## config.mk

```make
export PLATFORM = sky130hd
export DESIGN_NAME = led_pattern_controller_top
export DESIGN_NICKNAME = d
export VERILOG_FILES = /design/src/hw/rtl/lpc_pkg.sv /design/src/hw/rtl/led_pattern_controller_top.sv /design/src/hw/rtl/lpc_req_stage.sv /design/src/hw/rtl/lpc_mode_engine.sv /design/src/hw/rtl/lpc_rsp_stage.sv
export VERILOG_INCLUDE_DIRS = /design/src /design/src/hw/rtl
export SDC_FILE = /design/constraint.sdc
export NUM_CORES = 1
export LEC_CHECK = 0
export BUFFER_PORTS_ARGS = -buffer_cell sky130_fd_sc_hd__buf_4
export CAP_MARGIN = 20
export CORE_ASPECT_RATIO = 0.9
export CORE_MARGIN = 2
export CORE_UTILIZATION = 55
export CTS_CLUSTER_DIAMETER = 30
export DETAILED_ROUTE_END_ITERATION = 8
export PLACE_DENSITY = 0.85
export SLEW_MARGIN = 20
export SYNTH_ARGS = -nofsm -noshare
export SYNTH_HDL_FRONTEND = slang
export SYNTH_SLANG_ARGS = --single-unit
export TNS_END_PERCENT = 30
```

## constraint.sdc

```tcl
create_clock -name clock -period 7.37 [get_ports clock]
set_input_delay 0.3685 -clock clock [delete_from_list [all_inputs] [get_ports clock]]
set_output_delay 0.3685 -clock clock [all_outputs]
set_load 0.1 [all_outputs]
```

## src/hw/rtl/led_pattern_controller_top_defines.svh

```systemverilog
// Assertion macros used by the LED pattern controller mode engine.
`ifndef LED_PATTERN_CONTROLLER_TOP_DEFINES_SVH
`define LED_PATTERN_CONTROLLER_TOP_DEFINES_SVH

// Same-cycle implication, disabled during reset.
`define LPC_ASSERT_NOW(label, clk, rst, ante, cons, msg) \
   label: assert property (@(posedge clk) disable iff (rst) (ante) |-> (cons)) else $error(msg);

// Next-cycle implication, disabled during reset.
`define LPC_ASSERT_NEXT(label, clk, rst, ante, cons, msg) \
   label: assert property (@(posedge clk) disable iff (rst) (ante) |=> (cons)) else $error(msg);

`endif

```

## src/hw/rtl/lpc_pkg.sv

```systemverilog
// Package with the types, codes and constants of the LED pattern controller.
package lpc_pkg;

   localparam int OP_W         = 4;
   localparam int STEP_W       = 8;
   localparam int DUTY_W       = 8;
   localparam int MS_W         = 16;
   localparam int CSR_INDEX_W  = 2;
   localparam int CSR_DATA_W   = 16;
   localparam int BRIGHT_W     = 8;

   localparam int PULSE_INCREMENT_DEF = 8;
   localparam int PULSE_TOP_DEF       = 100;
   localparam int PULSE_PAUSE_MS_DEF  = 200;

   localparam logic [MS_W-1:0] DEFAULT_PERIOD_RST = 16'd300;
   localparam logic [MS_W-1:0] SLOW_PERIOD_RST    = 16'd1000;
   localparam logic [MS_W-1:0] FAST_PERIOD_RST    = 16'd100;
   localparam logic [MS_W-1:0] ELAPSED_MAX        = 16'hFFFF;
   localparam logic [DUTY_W-1:0] DUTY_FULL        = 8'd255;

   typedef enum logic [OP_W-1:0] {
      OP_TICK  = 4'd0,
      OP_ON    = 4'd1,
      OP_OFF   = 4'd2,
      OP_FLASH = 4'd3,
      OP_DIP   = 4'd4,
      OP_BLINK = 4'd5,
      OP_PULSE = 4'd6,
      OP_SLOW  = 4'd7,
      OP_FAST  = 4'd8
   } op_type;

   typedef enum logic [CSR_INDEX_W-1:0] {
      CSR_DEFAULT_PERIOD = 2'd0,
      CSR_SLOW_PERIOD    = 2'd1,
      CSR_FAST_PERIOD    = 2'd2
   } csr_index_type;

   typedef enum logic [6:0] {
      MODE_OFF        = 7'b0000001,
      MODE_ON         = 7'b0000010,
      MODE_FLASH      = 7'b0000100,
      MODE_DIP        = 7'b0001000,
      MODE_BLINK_LIT  = 7'b0010000,
      MODE_BLINK_DARK = 7'b0100000,
      MODE_PULSE      = 7'b1000000
   } mode_type;

   typedef struct packed {
      logic [OP_W-1:0]   operation;
      logic [STEP_W-1:0] blink_lit_step;
      logic [STEP_W-1:0] blink_cycle_steps;
   } req_word_type;

   typedef struct packed {
      logic [DUTY_W-1:0] duty;
      logic              led_on;
   } rsp_word_type;

   typedef struct packed {
      logic advance;
   } flow_type;

endpackage

```

## src/hw/rtl/led_pattern_controller_top.sv

```systemverilog
// Top level of the LED pattern controller.
// Each request word is either a millisecond tick or a command and produces exactly one
// response word with the PWM duty and the pin level. The block accepts one word per clock
// cycle when the response side does not stall; a word waits in the input register, where the
// mode machine computes its new state in one pass, and is then registered into the response
// register. The user must write the period registers through the csr_ port only while no
// words are in flight; the block itself does not enforce this.
module led_pattern_controller_top
   import lpc_pkg::*;
#(
   parameter int PULSE_INCREMENT = PULSE_INCREMENT_DEF,
   parameter int PULSE_TOP       = PULSE_TOP_DEF,
   parameter int PULSE_PAUSE_MS  = PULSE_PAUSE_MS_DEF
)
(
   input  logic                   clock,
   input  logic                   reset,
   input  logic                   csr_write,
   input  logic [CSR_INDEX_W-1:0] csr_index,
   input  logic [CSR_DATA_W-1:0]  csr_data,
   input  logic                   req_valid,
   output logic                   req_stall,
   input  logic [OP_W-1:0]        req_operation,
   input  logic [STEP_W-1:0]      req_blink_lit_step,
   input  logic [STEP_W-1:0]      req_blink_cycle_steps,
   output logic                   rsp_valid,
   input  logic                   rsp_stall,
   output logic [DUTY_W-1:0]      rsp_duty,
   output logic                   rsp_led_on
);

   flow_type     flow;
   req_word_type word;
   rsp_word_type result;
   logic         rsp_ready;

   lpc_req_stage u_req_stage (
      .clock                 (clock),
      .reset                 (reset),
      .req_valid             (req_valid),
      .req_stall             (req_stall),
      .req_operation         (req_operation),
      .req_blink_lit_step    (req_blink_lit_step),
      .req_blink_cycle_steps (req_blink_cycle_steps),
      .rsp_ready             (rsp_ready),
      .flow                  (flow),
      .word                  (word)
   );

   lpc_mode_engine #(
      .PULSE_INCREMENT (PULSE_INCREMENT),
      .PULSE_TOP       (PULSE_TOP),
      .PULSE_PAUSE_MS  (PULSE_PAUSE_MS)
   ) u_mode_engine (
      .clock     (clock),
      .reset     (reset),
      .csr_write (csr_write),
      .csr_index (csr_index),
      .csr_data  (csr_data),
      .flow      (flow),
      .word      (word),
      .result    (result)
   );

   lpc_rsp_stage u_rsp_stage (
      .clock      (clock),
      .reset      (reset),
      .flow       (flow),
      .result     (result),
      .rsp_ready  (rsp_ready),
      .rsp_valid  (rsp_valid),
      .rsp_stall  (rsp_stall),
      .rsp_duty   (rsp_duty),
      .rsp_led_on (rsp_led_on)
   );

endmodule

```

## src/hw/rtl/lpc_req_stage.sv

```systemverilog
// Input register stage of the LED pattern controller.
module lpc_req_stage
   import lpc_pkg::*;
(
   input  logic                clock,
   input  logic                reset,
   input  logic                req_valid,
   output logic                req_stall,
   input  logic [OP_W-1:0]     req_operation,
   input  logic [STEP_W-1:0]   req_blink_lit_step,
   input  logic [STEP_W-1:0]   req_blink_cycle_steps,
   input  logic                rsp_ready,
   output flow_type            flow,
   output req_word_type        word
);

   logic         in_valid_ff;
   logic         in_valid_in;
   req_word_type word_ff;
   logic         advance;
   logic         load;

   assign advance   = in_valid_ff && rsp_ready;
   assign req_stall = in_valid_ff && !advance;
   assign load      = req_valid && !req_stall;

   always_comb begin
      in_valid_in = in_valid_ff;
      if (load) begin
         in_valid_in = 1'b1;
      end else if (advance) begin
         in_valid_in = 1'b0;
      end
   end

   always_ff @(posedge clock) begin
      if (reset) begin
         in_valid_ff <= 1'b0;
      end else begin
         in_valid_ff <= in_valid_in;
      end
   end

   always_ff @(posedge clock) begin
      if (load) begin
         word_ff.operation         <= req_operation;
         word_ff.blink_lit_step    <= req_blink_lit_step;
         word_ff.blink_cycle_steps <= req_blink_cycle_steps;
      end
   end

   assign flow.advance   = advance;
   assign word           = word_ff;

endmodule

```

## src/hw/rtl/lpc_mode_engine.sv

```systemverilog
// Mode state, configuration registers and per-word update logic.
module lpc_mode_engine
   import lpc_pkg::*;
#(
   parameter int PULSE_INCREMENT = PULSE_INCREMENT_DEF,
   parameter int PULSE_TOP       = PULSE_TOP_DEF,
   parameter int PULSE_PAUSE_MS  = PULSE_PAUSE_MS_DEF
)
(
   input  logic                   clock,
   input  logic                   reset,
   input  logic                   csr_write,
   input  logic [CSR_INDEX_W-1:0] csr_index,
   input  logic [CSR_DATA_W-1:0]  csr_data,
   input  flow_type               flow,
   input  req_word_type           word,
   output rsp_word_type           result
);

   `include "led_pattern_controller_top_defines.svh"

   logic [MS_W-1:0]     default_period_ff;
   logic [MS_W-1:0]     slow_period_ff;
   logic [MS_W-1:0]     fast_period_ff;

   mode_type            mode_ff, mode_in;
   logic [MS_W-1:0]     elapsed_ff, elapsed_in;
   logic [MS_W-1:0]     period_ff, period_in;
   logic [STEP_W-1:0]   blink_step_ff, blink_step_in;
   logic [STEP_W-1:0]   lit_step_ff, lit_step_in;
   logic [STEP_W-1:0]   cycle_steps_ff, cycle_steps_in;
   logic [BRIGHT_W-1:0] bright_ff, bright_in;
   logic                falling_ff, falling_in;
   logic                pin_ff, pin_in;

   logic                run;
   logic                due;
   logic [STEP_W:0]     next_step;
   logic signed [BRIGHT_W+1:0] level;

   always_ff @(posedge clock) begin
      if (reset) begin
         default_period_ff <= DEFAULT_PERIOD_RST;
         slow_period_ff    <= SLOW_PERIOD_RST;
         fast_period_ff    <= FAST_PERIOD_RST;
      end else if (csr_write) begin
         case (csr_index)
            CSR_DEFAULT_PERIOD: default_period_ff <= csr_data;
            CSR_SLOW_PERIOD:    slow_period_ff    <= csr_data;
            CSR_FAST_PERIOD:    fast_period_ff    <= csr_data;
            default: begin
            end
         endcase
      end
   end

   always_comb begin
      mode_in        = mode_ff;
      elapsed_in     = elapsed_ff;
      period_in      = period_ff;
      blink_step_in  = blink_step_ff;
      lit_step_in    = lit_step_ff;
      cycle_steps_in = cycle_steps_ff;
      bright_in      = bright_ff;
      falling_in     = falling_ff;
      pin_in         = pin_ff;
      run            = 1'b0;
      due            = 1'b0;
      next_step      = '0;
      level          = '0;

      case (word.operation)
         OP_TICK: begin
            if (elapsed_ff != ELAPSED_MAX) begin
               elapsed_in = elapsed_ff + 16'd1;
            end
            run = 1'b1;
         end
         OP_ON: begin
            mode_in = MODE_ON;
            run     = 1'b1;
         end
         OP_OFF: begin
            mode_in = MODE_OFF;
            run     = 1'b1;
         end
         OP_FLASH: begin
            pin_in     = 1'b1;
            mode_in    = MODE_FLASH;
            elapsed_in = '0;
            period_in  = default_period_ff;
            run        = 1'b1;
         end
         OP_DIP: begin
            pin_in     = 1'b0;
            mode_in    = MODE_DIP;
            elapsed_in = '0;
            period_in  = default_period_ff;
            run        = 1'b1;
         end
         OP_BLINK: begin
            lit_step_in    = word.blink_lit_step;
            cycle_steps_in = word.blink_cycle_steps;
            blink_step_in  = 8'd1;
            mode_in        = MODE_BLINK_LIT;
            period_in      = default_period_ff;
            elapsed_in     = '0;
            run            = 1'b1;
         end
         OP_PULSE: begin
            mode_in    = MODE_PULSE;
            bright_in  = '0;
            falling_in = 1'b0;
            period_in  = 16'd1;
            elapsed_in = '0;
         end
         OP_SLOW: begin
            period_in = slow_period_ff;
         end
         OP_FAST: begin
            period_in = fast_period_ff;
         end
         default: begin
         end
      endcase

      if (run) begin
         due = elapsed_in > period_in;
         unique case (mode_in)
            MODE_FLASH: begin
               if (due) begin
                  pin_in  = 1'b0;
                  mode_in = MODE_OFF;
               end
            end
            MODE_DIP: begin
               if (due) begin
                  pin_in  = 1'b1;
                  mode_in = MODE_ON;
               end
            end
            MODE_BLINK_LIT: begin
               if (blink_step_in == lit_step_in) begin
                  pin_in = 1'b1;
               end
               if (due) begin
                  pin_in     = 1'b0;
                  mode_in    = MODE_BLINK_DARK;
                  elapsed_in = '0;
               end
            end
            MODE_BLINK_DARK: begin
               if (due) begin
                  next_step  = {1'b0, blink_step_in} + 9'd1;
                  mode_in    = MODE_BLINK_LIT;
                  elapsed_in = '0;
                  if (next_step > {1'b0, cycle_steps_in}) begin
                     blink_step_in = 8'd1;
                  end else begin
                     blink_step_in = next_step[STEP_W-1:0];
                  end
               end
            end
            MODE_PULSE: begin
               if (due) begin
                  elapsed_in = '0;
                  period_in  = 16'd1;
                  if (falling_in) begin
                     level = $signed({2'b00, bright_in}) - $signed(10'(PULSE_INCREMENT));
                  end else begin
                     level = $signed({2'b00, bright_in}) + $signed(10'(PULSE_INCREMENT));
                  end
                  if (level <= 10'sd0) begin
                     period_in  = 16'(PULSE_PAUSE_MS);
                     bright_in  = '0;
                     falling_in = !falling_in;
                  end else if (level >= $signed(10'(PULSE_TOP))) begin
                     bright_in  = 8'(PULSE_TOP);
                     falling_in = !falling_in;
                  end else begin
                     bright_in = level[BRIGHT_W-1:0];
                  end
               end
            end
            MODE_ON: begin
               pin_in = 1'b1;
            end
            MODE_OFF: begin
               pin_in = 1'b0;
            end
            default: begin
               pin_in = 1'b0;
            end
         endcase
      end

      result.led_on = pin_in;
      result.duty   = (mode_in == MODE_PULSE) ? bright_in : (pin_in ? DUTY_FULL : '0);
   end

   always_ff @(posedge clock) begin
      if (reset) begin
         mode_ff        <= MODE_OFF;
         elapsed_ff     <= '0;
         period_ff      <= '0;
         blink_step_ff  <= 8'd1;
         lit_step_ff    <= 8'd1;
         cycle_steps_ff <= 8'd1;
         bright_ff      <= '0;
         falling_ff     <= 1'b0;
         pin_ff         <= 1'b0;
      end else if (flow.advance) begin
         mode_ff        <= mode_in;
         elapsed_ff     <= elapsed_in;
         period_ff      <= period_in;
         blink_step_ff  <= blink_step_in;
         lit_step_ff    <= lit_step_in;
         cycle_steps_ff <= cycle_steps_in;
         bright_ff      <= bright_in;
         falling_ff     <= falling_in;
         pin_ff         <= pin_in;
      end
   end

   `LPC_ASSERT_NEXT(a_pulse_start, clock, reset,
      flow.advance && (word.operation == OP_PULSE),
      (mode_ff == MODE_PULSE) && (bright_ff == '0) && !falling_ff,
      "Pulse command did not restart the breathing ramp.")
   `LPC_ASSERT_NEXT(a_hold_state, clock, reset, !flow.advance,
      $stable(mode_ff) && $stable(elapsed_ff) && $stable(bright_ff),
      "Mode state changed without an accepted word.")
   `LPC_ASSERT_NOW(a_bright_range, clock, reset, mode_ff == MODE_PULSE,
      {1'b0, bright_ff} <= 9'(PULSE_TOP), "Pulse brightness exceeds its top value.")
   `LPC_ASSERT_NOW(a_step_nonzero, clock, reset, 1'b1, blink_step_ff != '0,
      "Blink step counter reached zero.")

endmodule

```

## src/hw/rtl/lpc_rsp_stage.sv

```systemverilog
// Result register stage of the LED pattern controller.
module lpc_rsp_stage
   import lpc_pkg::*;
(
   input  logic              clock,
   input  logic              reset,
   input  flow_type          flow,
   input  rsp_word_type      result,
   output logic              rsp_ready,
   output logic              rsp_valid,
   input  logic              rsp_stall,
   output logic [DUTY_W-1:0] rsp_duty,
   output logic              rsp_led_on
);

   logic         rsp_valid_ff;
   logic         rsp_valid_in;
   rsp_word_type result_ff;

   assign rsp_ready = !rsp_valid_ff || !rsp_stall;

   always_comb begin
      rsp_valid_in = rsp_valid_ff;
      if (flow.advance) begin
         rsp_valid_in = 1'b1;
      end else if (!rsp_stall) begin
         rsp_valid_in = 1'b0;
      end
   end

   always_ff @(posedge clock) begin
      if (reset) begin
         rsp_valid_ff <= 1'b0;
      end else begin
         rsp_valid_ff <= rsp_valid_in;
      end
   end

   always_ff @(posedge clock) begin
      if (flow.advance) begin
         result_ff <= result;
      end
   end

   assign rsp_valid  = rsp_valid_ff;
   assign rsp_duty   = result_ff.duty;
   assign rsp_led_on = result_ff.led_on;

endmodule

```

==> impl_results.md, run 1 <==
* Outcome: finished clean
* Worst EP arrival at around 5.5 ns
* GRT Util Overall at roughly a quarter
* Vias in the first global route at 6764
* Gp weighted congestion at between 0.9 and 1
* Yosys warnings at 0
* # rows at 42
* Die Y at between 100 and 150 um
* Residual DRC at 0
* Synth top area cells: dfxtp_1 30%, edfxtp_1 11%, nand2_1 9.1%
* VDD IR max at around 0.16 mV
* Top-area cell type share of the netlist area at 30.0%
* Sum Neg Setup Slack at 0 ns
* Syn Inst Count at between 900 and 1000
* Drt first pass iters at 8
* CP Class: flip-flop to flip-flop
* EDFF count, synth at 29
* CP required at about 7.6 ns
* Setup crit end kind: flip-flop
* Area leader, netlist: dfxtp_1
* Total CTS buffers at 17
* Slew Limit Headroom at 25.4%
* Yosys reg bits at 152
* Async set-reset flop share out of synthesis at 0%
* R2R depth at 14
* Clk buf depth at 2
* Root Driver: clkbuf_16
* Largest net degree at the start of global routing at approximately 110
* Layout Skew at 0.0175 ns
* Fin crit share at 71.0%
* Antenna violations before repair at 0
* Placed cells at 1168
* CTS tree: done
* Layout cells sized above 1 at about an eighth
* Setup Buffers After CTS at 0
* Hold path start: req_blink_cycle_steps[0]
* Io pins at 54
* RSZ-0062 raised after global routing: no
* Die X at between 100 and 150 um
* Antenna Cells at 0
* Commonest non-fill, non-tap cell in the layout: nand2_1
* Hpwl dp at roughly 13 mm
* Hold Path Class: input pin to flip-flop
* Seq/Total Area, Yosys at 40.6%
* Core ar. at approximately 15000 um^2
* Final Non-Filler Cells at 1200
* Clock transition at the registers of the reported paths at approximately 0.06 ns
* Clk Latency, worst-skew pair at around 0.43 ns
* Synth Cell Area at just over 8000 um^2
* Reg2reg start: u_req_stage.word[16]
* Hold buffers post-CTS at 0
* Leakage at roughly 3.5 nW
* Top FF cell, synth: dfxtp_1
* Layout area overhead at 12.2%
* Wire per inst at roughly 17 um
* Most frequent cells in the layout: 199 x nand2_1, 123 x dfxtp_1, 88 x a21oi_1
* Cts repair resizes at 0
* Full die area at ~16000 um^2
* Cell Pwr Density at about 210 nW/um^2
* Hold depth at 1
* Port Buffers at between 50 and 60
* Reg-to-Reg End: u_mode_engine.bright_ff[3]
* Max FO, Critical Path at 29
* Remaining antenna violation count after routing at 0
* Setup crit start kind: flip-flop
* Initial Util at ~56%
* First-pass GRT wire length at around 33 mm
* Max Slew Vio Count at 0
* Filler Cell Count at roughly 1200
* Worst R2R Setup Slack at roughly 2.1 ns
* Total Power at between 1.5 and 2 mW
* Final min period at roughly 5.2 ns
* Final setup fails at 0
* Distinct cells, synth at 88
* Slew @ Worst Pin at around 1.1 ns
* Syn avg cell area at about 8.5 um^2
* Wirelength, routed at slightly above 20 mm
* Post-synth net total at about 1000
* GRT overflow at 0
* Hold Fails Final Rpt at 0
* Maxcap violations at 0
* Sink Count at roughly 150
* H-tree Lvls at 4
* Fin nets at about 1100
* Highest Clock Rate at roughly 190 MHz
* Min-Delay Endpoint: u_req_stage.word[0]
* Vias after detailed routing at around 7400
* Vias/cell at approximately 6
* DR iter-0 viols at 923
-- final cells by class --
cell class                 count  area, um^2  share of cell area (%)
timing repair buffer          60         454                    4.92
clock inverter                12         119                    1.29
inverter                      11        41.3                   0.448
clock buffer                  20         447                    4.84
tap                          198         248                    2.69
multi-input combinational    747        4580                    49.7
sequential                   152        3330                    36.1
-- critical path, stage by stage, from the launching register on --
cell and delay, ns:
edfxtp_1 0.68, nor3_2 0.44, and2_1 0.61, o21bai_1 0.20, buf_4 0.30, inv_1 0.11
a221oi_1 0.38, ha_1 0.20, nand4_1 0.16, a2111o_1 0.44, and4b_1 0.30, nor3_2 0.76
o21ai_0 0.23, a22oi_1 0.22, nor2_1 0.05
-- state kept, by name, summed over array words and instances (netlist names) --
name                             cells
u_req_stage.word                    20
u_mode_engine.blink_step_ff          8
u_req_stage.in_valid_ff              1
u_mode_engine.pin_ff                 1
u_mode_engine.mode_ff                7
u_mode_engine.period_ff             16
u_mode_engine.default_period_ff     16
u_mode_engine.lit_step_ff            8
u_mode_engine.elapsed_ff            16
u_mode_engine.fast_period_ff        16
u_mode_engine.falling_ff             1
u_mode_engine.bright_ff              8
u_mode_engine.slow_period_ff        16
u_mode_engine.cycle_steps_ff         8
u_rsp_stage.rsp_led_on               1
u_rsp_stage.rsp_duty                 8
u_rsp_stage.rsp_valid                1
-- synth_stat cells (all sizes together), types with 10 or more instances --
library cell and number:
a22o 15, inv 10, ha 28, edfxtp 29, and2 10, nand3 31, a21oi 89, a211oi 17
clkbuf 33, or3 18, a222oi 13, nand3b 17, o21ai 43, nor3 15, buf 26, nor2 72
xnor2 11, nand4 15, nand2 202, mux2i 12, dfxtp 123
-- kinds of logic after synthesis --
| kind of cell | share of synthesized area [%] |
|---|---|
| compound gates | 20.9 |
| xor+xnor | 2.13 |
| fa+ha+maj | 4.26 |
| buf+inv | 4.08 |
| flops | 40.6 |
| mux | 1.60 |
| simple gates | 26.4 |
-- report_power, final --
part	internal (mW)	switching, mW	total [mW]
Clock	0.479	0.354	0.832
Sequential	0.879	0.0247	0.904
Combinational	0.0825	0.149	0.232
-- routing by layer --
| metal | global-route usage, % | vias to the layer above | share of wire [%] |
|---|---|---|---|
| li1 | - | 3558 | - |
| met1 | 35.8 | 3423 | 44 |
| met2 | 39.3 | 358 | 44 |
| met3 | 6.04 | 44 | 10 |
| met4 | 7.59 | 0 | 1.8 |
| met5 | 0 | - | 0 |
-- metrics by stage --
| stage | hold slack (ns) | setup WS, ns | instance area [um^2] | util [%] |
|---|---|---|---|---|
| finish | 0.116 | 2.14 | 9220 | 62.9 |
| global route | 0.102 | 1.76 | 9220 | 62.9 |
| CTS | 0.101 | 2.21 | 9210 | 62.8 |
| detailed placement | 0.442 | 2.26 | 8650 | 59.0 |
| global placement | 0.435 | 2.38 | 8640 | 58.9 |
| floorplan | 0.429 | 3.06 | 8220 | - |
-- worst max-delay path by stage --
| stage | start | endpoint | slack [ns] | cells after the start |
|---|---|---|---|---|
| after floorplan | u_req_stage.word[18] | u_rsp_stage.rsp_duty[7] | 3.06 | 19 |
| after global placement | u_req_stage.word[16] | u_rsp_stage.rsp_duty[2] | 2.38 | 13 |
| after detailed placement | u_req_stage.word[16] | u_rsp_stage.rsp_duty[2] | 2.26 | 13 |
| after CTS | u_req_stage.word[16] | u_rsp_stage.rsp_duty[2] | 2.21 | 13 |
| after global routing | u_req_stage.word[16] | u_mode_engine.bright_ff[3] | 1.76 | 14 |
| final | u_req_stage.word[16] | u_mode_engine.bright_ff[3] | 2.14 | 14 |
Note: power is estimated with default switching activity, not from simulation.
==> inputs of run 2 (changes only) <==
--- a/config.mk
+++ b/config.mk
@@ -6,6 +6,7 @@
 export SDC_FILE = /design/constraint.sdc
 export NUM_CORES = 1
 export LEC_CHECK = 0
+export ABC_AREA = 1
 export BUFFER_PORTS_ARGS = -buffer_cell sky130_fd_sc_hd__buf_4
 export CAP_MARGIN = 20
 export CORE_ASPECT_RATIO = 0.9
@@ -13,7 +14,7 @@
 export CORE_UTILIZATION = 55
 export CTS_CLUSTER_DIAMETER = 30
 export DETAILED_ROUTE_END_ITERATION = 8
-export PLACE_DENSITY = 0.85
+export PLACE_DENSITY = 0.88
 export SLEW_MARGIN = 20
 export SYNTH_ARGS = -nofsm -noshare
 export SYNTH_HDL_FRONTEND = slang
==> constraint.sdc (replaced) <==
create_clock -name clock -period 4.43 [get_ports clock]
set_input_delay 0.2215 -clock clock [delete_from_list [all_inputs] [get_ports clock]]
set_output_delay 0.2215 -clock clock [all_outputs]
set_load 0.1 [all_outputs]
==> run 2 against run 1 <==
Routed wire length rose by 7.0%. Die area rose by 1.2%. Sequential power rose by 68%. Via count rose by 11%. Non-clock buffer count rose by 25. Largest power group unchanged.
==> impl_results.md, run 2 <==
* Residual DRC at 0 (unchanged)
* Seq/Total Area, Yosys at 40.1% (-0.48 points)
* H-tree Lvls at 4 (unchanged)
* Crit path max-delay family: simple AND/OR/NAND/NOR gates
* Synth top area cells: dfxtp_1 30%, nand2_1 13%, edfxtp_1 10%
* CP Buf/Inv Count at 3 (+1)
* Slew @ Worst Pin at 1.02 ns (-0.0962 ns)
* Filler Cell Count at 1211 (-0.90%)
* Wirelength, routed at 21.5 mm (+7.0%)
* Hpwl dp at 14.1 mm (+5.0%)
* Port Buffers at 53 (unchanged)
* Reg-to-Reg End: u_mode_engine.blink_step_ff[4]
* Top-count cell post-synth: nand2_1
* Antenna violations before repair at 0 (unchanged)
* CTS tree: done
* Layout area overhead at 16.3%
* CP Class: flip-flop to flip-flop
* Yosys warnings at 0 (unchanged)
* DR iter-0 viols at 855 (-7.4%)
* Sink Count at 152 (unchanged)
* GRT met2 Usage at 44.2% (+4.9 points)
* Syn Inst Count at 1170 (+21%)
* Outcome: finished clean
* CP required at 4.80 ns (-2.84 ns)
* Clk buf depth at 2 (unchanged)
* Slew Limit Headroom at 31.8% (+6.3 points)
* Setup Buffers After CTS at 0 (unchanged)
* Most common library cells after synthesis: 283 x nand2_1, 141 x inv_1, 125 x nor2_1
* Max FO, Critical Path at 14 (-52%)
* Met1 Usage GRT at 36.7% (+0.87 points)
* CP max-delay cell: or4_1
* VDD IR max at 0.320 mV (+94%)
* Most frequent cells in the layout: 282 x nand2_1, 140 x inv_1, 124 x nor2_1
* Placed cells at 1390 (+19%)
* First-pass GRT wire length at 35.7 mm (+7.6%)
* Most used cell, CP: nand2_1
* Initial Util at 56.3% (+0.26 points)
* Worst EP arrival at 4.40 ns (-1.11 ns)
* Fin crit share at 91.0% (+20 points)
* Commonest non-fill, non-tap cell in the layout: nand2_1
* Fin nets at 1303 (+23%)
* Total Power at 3.51 mW (+78%)
* Slowest stage delay, CP at 0.52 ns (-0.24 ns)
* Max Slew Vio Count at 0 (unchanged)
* Remaining antenna violation count after routing at 0 (unchanged)
* Async set-reset flop share out of synthesis at 0% (unchanged)
* Sum Neg Setup Slack at 0 ns (unchanged)
* Synth Cell Area at 8320 um^2 (+1.2%)
* Full die area at 16100 um^2 (+1.2%)
* Die X at 134 um (+0.58%)
* Final setup fails at 0 (unchanged)
* GRT busiest layer: met2
* Crit path capture: u_mode_engine.blink_step_ff[4]
* Layout cells sized above 1 at 10.6% (-2.3 points)
* Gp weighted congestion at 0.980 (+4.7%)
* Leakage at 4.38 nW (+25%)
* Maxcap violations at 0 (unchanged)
* Final min period at 4.03 ns (-1.20 ns)
* Clock transition at the registers of the reported paths at 0.06 ns (about the same)
* Post-synth net total at 1241 (+19%)
* Highest Clock Rate at 248 MHz (+30%)
* Wire per inst at 14.9 um (-11%)
* Area leader, netlist: dfxtp_1
* Core ar. at 14800 um^2 (+0.72%)
* Largest net degree at the start of global routing at 92 (-15%)
* Hold depth at 3 (+2)
* Worst path cell trace: inv_1 -> nor2_1 -> nand2_1 -> nand2_1 -> ha_1 -> nand2_1 -> nor2_1 -> nand2_1 -> xnor2_1 -> ha_1 -> nand2_1 -> or4_1 -> a21oi_1 -> nand2_1 -> inv_1 -> nand2_1 -> nand2_1 -> nand2_1 -> inv_1
* Post-route cell area at 9670 um^2 (+4.8%)
* Max reg flops at 20 (unchanged)
* Hold Fails Final Rpt at 0 (unchanged)
* Worst R2R Setup Slack at 0.40 ns (-1.74 ns)
* Stages on worst setup path at 19 (+5)
* Met3 GRT Util at 5.62% (-0.42 points)
* Top FF cell, synth: dfxtp_1
* Hold Path Class: input pin to flip-flop
* # rows at 42 (unchanged)
* Reg2reg start: u_req_stage.word[16]
* Final Non-Filler Cells at 1443 (+20%)
* Distinct cells, synth at 49 (-44%)
* EDFF count, synth at 29 (unchanged)
* Total CTS buffers at 17 (unchanged)
* GRT overflow at 0 (unchanged)
* Vias after detailed routing at 8201 (+11%)
* Setup crit start kind: flip-flop
* Yosys reg bits at 152 (unchanged)
* Drt first pass iters at 6 (-2)
* Io pins at 54 (unchanged)
* CP startpoint: u_req_stage.word[16]
* RSZ-0062 raised after global routing: no
* Vias in the first global route at 7610 (+13%)
* Layout Skew at 0.0142 ns (-0.00331 ns)
* Cell Pwr Density at 363 nW/um^2 (+70%)
* Clk Latency, worst-skew pair at 0.44 ns (about the same)
* R2R depth at 19 (+5)
* Syn avg cell area at 7.11 um^2 (-16%)
* Root Driver: clkbuf_16
* Die Y at 121 um (+0.58%)
* GRT Util Overall at 27.3% (+1.7 points)
* Setup crit end kind: flip-flop
* Top-area cell type share of the netlist area at 29.6% (-0.35 points)
* Vias/cell at 5.68 (-7.6%)
* Antenna Cells at 0 (unchanged)
* DP Area at 8880 um^2 (+2.6%)
==> run 2: cell count changes in the layout (fill, tap and decap cells not counted), moves of 18 or more <==
cell           change
inv_1            +130
nand3_1           +54
nand2_1           +83
o211ai_1          +23
nor2_1            +56
or3_1             -18
o21ai_0           +48
dlygate4sd3_1     +21
==> run 2: kinds of logic (layout without fill, tap and decap cells) <==
logic type	Yosys count	count (layout)	share of synthesized area (%)
XOR/XNOR	7	7	0.737
multiplexers	8	8	0.963
buffers and inverters	191	266	8.85
AO/OA/AOI/OAI	236	236	16.2
AND/OR/NAND/NOR	548	548	28.9
adder cells (fa/ha/maj)	28	28	4.21
flip-flops	152	152	40.1
==> run 2: metrics by stage <==
step / hold slack (ns) / setup WS [ns] / utilization, %
2_1_floorplan: 0.320 / 0.819 / -
3_3_place_gp: 0.400 / 0.460 / 60.1
3_5_place_dp: 0.401 / 0.361 / 60.1
6_report: 0.0101 / 0.400 / 65.5
5_1_grt: 0.0136 / 0.0611 / 65.5
4_1_cts: 0.00409 / 0.338 / 65.4
==> run 2: final cells by class <==
| cell class | instances | area [um^2] | share of cell area [%] |
|---|---|---|---|
| clock inverter | 13 | 133 | 1.37 |
| tap | 198 | 248 | 2.56 |
| inverter | 149 | 563 | 5.82 |
| clock buffer | 19 | 443 | 4.58 |
| timing repair buffer | 85 | 691 | 7.14 |
| multi-input combinational | 827 | 4260 | 44.0 |
| sequential | 152 | 3330 | 34.5 |
==> run 2: metal layers <==
metal	vias to the layer above	part of all wire [%]
li1	3992	-
met1	3809	43
met2	360	47
met3	40	7.5
met4	0	1.9
met5	-	0
==> run 2: worst min-delay path by stage <==
stage | start | endpoint | slack [ns]
after floorplan | req_blink_cycle_steps[0] | u_req_stage.word[0] | 0.32
after global placement | req_blink_cycle_steps[3] | u_req_stage.word[3] | 0.40
after detailed placement | req_blink_cycle_steps[1] | u_req_stage.word[1] | 0.40
after CTS | csr_data[2] | u_mode_engine.default_period_ff[2] | 0.004
after global routing | csr_data[2] | u_mode_engine.default_period_ff[2] | 0.01
final | csr_data[2] | u_mode_engine.default_period_ff[2] | 0.01
==> run 2: report_power, final <==
part           leakage [nW]  internal [mW]  switching, mW
Combinational          2.81          0.188          0.370
Clock                 0.289          0.806          0.627
Sequential             1.29           1.48         0.0374
Total                  4.38           2.48           1.03
==> run 2: what timing repair did <==
| item | in CTS | in global routing |
|---|---|---|
| hold endpoints to repair | 21 | 0 |
| hold buffers | 21 | 0 |
| setup endpoints to repair | 0 | 14 |
| gates resized for setup | 0 | 2 |
==> run 2: worst reg2reg max path, cell delays in order, from the launching register on <==
cell and delay, ns:
edfxtp_1 0.40, inv_1 0.09, nor2_1 0.26, nand2_1 0.37
nand2_1 0.28, ha_1 0.21, nand2_1 0.11, nor2_1 0.25
nand2_1 0.14, xnor2_1 0.18, ha_1 0.33, nand2_1 0.06
or4_1 0.52, a21oi_1 0.26, nand2_1 0.15, inv_1 0.13
nand2_1 0.07, nand2_1 0.07, nand2_1 0.05, inv_1 0.05
==> inputs of run 3 (changes only) <==
--- a/config.mk
+++ b/config.mk
@@ -10,10 +10,10 @@
 export BUFFER_PORTS_ARGS = -buffer_cell sky130_fd_sc_hd__buf_4
 export CAP_MARGIN = 20
 export CORE_ASPECT_RATIO = 0.9
-export CORE_MARGIN = 2
 export CORE_UTILIZATION = 55
 export CTS_CLUSTER_DIAMETER = 30
 export DETAILED_ROUTE_END_ITERATION = 8
+export MAX_ROUTING_LAYER = met4
 export PLACE_DENSITY = 0.88
 export SLEW_MARGIN = 20
 export SYNTH_ARGS = -nofsm -noshare
==> run 3 against run 2 <==
Worst hold slack gained 0.0031 ns. Highest routed layer unchanged. Via count grew 0.40%. Global-route usage increased by 2.0 points. Routed wire length is essentially flat. Largest cell class unchanged. Clock skew is 0.0016 ns lower. Sequential cell count unchanged. Critical path depth up 5. Count of clock-buffer cells in the layout up 1. Fmax decreased by 0.71%. Critical path type unchanged.
==> impl_results.md, run 3 (synthesis gave the netlist of run 2 again) <==
* Vias in the first global route at 7793 (+2.4%)
* Worst R2R Setup Slack at 0.37 ns (-0.03 ns)
* Outcome: finished clean
* Slowest stage delay, CP at 0.38 ns (-0.14 ns)
* Leakage at 4.41 nW (+0.64%)
* Gate power share at 15.6% (-0.3 points)
* Max FO, Critical Path at 15 (+1)
* Fin nets at 1305 (+0.15%)
* Layout Skew at 0.0126 ns (-0.00161 ns)
* CP required at 4.61 ns (-0.19 ns)
* Hold Path Class: input pin to flip-flop
* RSZ-0062 raised after global routing: no
* Antenna violations before repair at 0 (unchanged)
* Fin crit share at 91.6% (+0.65 points)
* CP Buf/Inv Count at 3 (unchanged)
* CP Class: flip-flop to flip-flop
* Hold Fails Final Rpt at 0 (unchanged)
* Sink Count at 152 (unchanged)
* Vias/cell at 5.70 (+0.26%)
* Final setup fails at 0 (unchanged)
* GRT Util Overall at 29.3% (+2.0 points)
* Drt first pass iters at 7 (+1)
* Gp weighted congestion at 0.927 (-5.4%)
* Vias after detailed routing at 8234 (+0.40%)
* Worst path cell trace: ha_1 -> nand2_1 -> nor3_1 -> nand2_1 -> nor2_1 -> nand3_1 -> nor2_1 -> inv_1 -> o311ai_0 -> ha_1 -> nand2_1 -> inv_1 -> o21ai_0 -> nand2_1 -> a21oi_1 -> a21boi_1 -> nand2_1 -> nor2_8 -> inv_4 -> nor2_4 -> nand2_1 -> nand2_1 -> nand2_1 -> nand2_1
* Maxcap violations at 0 (unchanged)
* Clk buf depth at 2 (unchanged)
* Commonest non-fill, non-tap cell in the layout: nand2_1
* Setup crit start kind: flip-flop
* Final min period at 4.06 ns (+0.0290 ns)
* H-tree Lvls at 4 (unchanged)
* Wirelength, routed at 21.5 mm (about the same)
* CTS tree: done
* Core ar. at 14700 um^2 (-0.36%)
* Io pins at 54 (unchanged)
* First-pass GRT wire length at 36.1 mm (+0.98%)
* Total CTS buffers at 17 (unchanged)
* Most used cell, CP: nand2_1
* Full die area at 15600 um^2 (-3.1%)
* Largest net degree at the start of global routing at 92 (unchanged)
* Port Buffers at 53 (unchanged)
* Hpwl dp at 13.9 mm (-1.9%)
* Die Y at 119 um (-1.7%)
* GRT overflow at 0 (unchanged)
* VDD IR max at 0.310 mV (-3.1%)
* Clk Latency, worst-skew pair at 0.44 ns (about the same)
* Sequential power share at 42.4% (-0.9 points)
* Final WS setup at 0.371 ns (-0.0290 ns)
* Antenna Cells at 0 (unchanged)
* Setup crit end kind: flip-flop
* Post-route cell area at 9720 um^2 (+0.50%)
* Initial Util at 56.5% (+0.20 points)
* Layout area overhead at 16.8%
* Worst EP arrival at 4.24 ns (-0.16 ns)
* Most frequent cells in the layout: 283 x nand2_1, 140 x inv_1, 123 x nor2_1, 123 x dfxtp_1, 89 x a21oi_1
* DR iter-0 viols at 1033 (+21%)
* Highest Clock Rate at 246 MHz (-0.71%)
* Die X at 132 um (-1.5%)
* DP Area at 8880 um^2 (about the same)
* Root Driver: clkbuf_16
* Post-place setup slack at 0.366 ns (+0.00491 ns)
* Cell Pwr Density at 369 nW/um^2 (+1.6%)
* CP max-delay cell: dfxtp_1
* Wire per inst at 14.9 um (about the same)
* Switching share of power at 29.0% (-0.47 points)
* Crit path max-delay family: simple AND/OR/NAND/NOR gates
* Max reg flops at 20 (unchanged)
* Total Power at 3.58 mW (+2.1%)
* Max Slew Vio Count at 0 (unchanged)
* Pint at 2.54 mW (+2.8%)
* Psw at 1.04 mW (+0.45%)
* Slew Limit Headroom at 37.3% (+5.5 points)
* Slew @ Worst Pin at 0.941 ns (-0.0817 ns)
* Sum Neg Setup Slack at 0 ns (unchanged)
* Clock network fraction of design power at 41.9% (+1.1 points)
* # rows at 42 (unchanged)
* Layout cells sized above 1 at 10.8% (+0.22 points)
* Remaining antenna violation count after routing at 0 (unchanged)
* Clock transition at the registers of the reported paths at 0.06 ns (about the same)
* Residual DRC at 0 (unchanged)
-- run 3: cell count changes in the layout (fill, tap and decap cells not counted), sizes merged --
cell | before | now
buf | 64 | 67
clkinv | 8 | 7
dlygate4sd3 | 21 | 20
clkbuf | 19 | 20
-- run 3: layer usage --
metal / up-vias / GRT usage [%] / share of wire, %
met3: 71 / 4.76 / 7.8
met1: 3706 / 36.9 / 42
met4: 0 / 13.2 / 2.7
met2: 466 / 46.4 / 47
li1: 3991 / - / -
met5: - / - / 0
-- run 3: what timing repair did --
action | 4_1_cts | 5_1_grt
gates resized for setup | 0 | 3
setup buffers | 0 | 2
setup endpoints to repair | 0 | 30
hold endpoints to repair | 20 | 0
hold buffers | 20 | 0
-- run 3: worst reg2reg max path: stages (launching register included) --
cell      delay [ns]
dfxtp_1         0.38
ha_1            0.18
nand2_1         0.07
nor3_1          0.23
nand2_1         0.18
nor2_1          0.26
nand3_1         0.17
nor2_1          0.19
inv_1           0.11
o311ai_0        0.18
ha_1            0.35
nand2_1         0.07
inv_1           0.04
o21ai_0         0.16
nand2_1         0.09
a21oi_1         0.19
a21boi_1        0.14
nand2_1         0.26
nor2_8          0.08
inv_4           0.17
nor2_4          0.06
nand2_1         0.08
nand2_1         0.06
nand2_1         0.05
nand2_1         0.05
-- run 3: metrics by stage --
step | cells | util, % | hold WS, ns
after CTS | 1443 | 65.9 | 0.00278
after detailed placement | 1391 | 60.4 | 0.401
after global placement | 1391 | 60.4 | 0.399
after global routing | 1445 | 66.0 | 0.0235
after floorplan | 1170 | - | 0.320
final | 1445 | 66.0 | 0.0132
-- run 3: area by class of cell --
type,instances,area (um^2)
Fill cell,1222,5000
Multi-Input combinational cell,827,4260
Sequential cell,152,3330
Timing Repair Buffer,87,703
Inverter,149,562
Clock buffer,20,489
Tap cell,198,248
Clock inverter,12,124
-- run 3: path summary, 6_finish.rpt --
check,start,endpoint,cells past startpoint
hold / removal,csr_data[8],u_mode_engine.default_period_ff[8],3
setup reg to reg,u_mode_engine.elapsed_ff[1],u_rsp_stage.rsp_duty[6],24
hold reg to reg,u_mode_engine.fast_period_ff[1],u_mode_engine.fast_period_ff[1],2
setup / recovery,u_mode_engine.elapsed_ff[1],u_rsp_stage.rsp_duty[6],24
-- run 3: power groups by stage --
stage          Combinational (mW)  Clock (mW)  Sequential (mW)
2_1_floorplan               0.346           0             1.58
3_3_place_gp                0.513           0             1.55
3_5_place_dp                0.527           0             1.55
4_1_cts                     0.549        1.51             1.52
5_1_grt                     0.620        1.58             1.53
6_report                    0.561        1.50             1.52
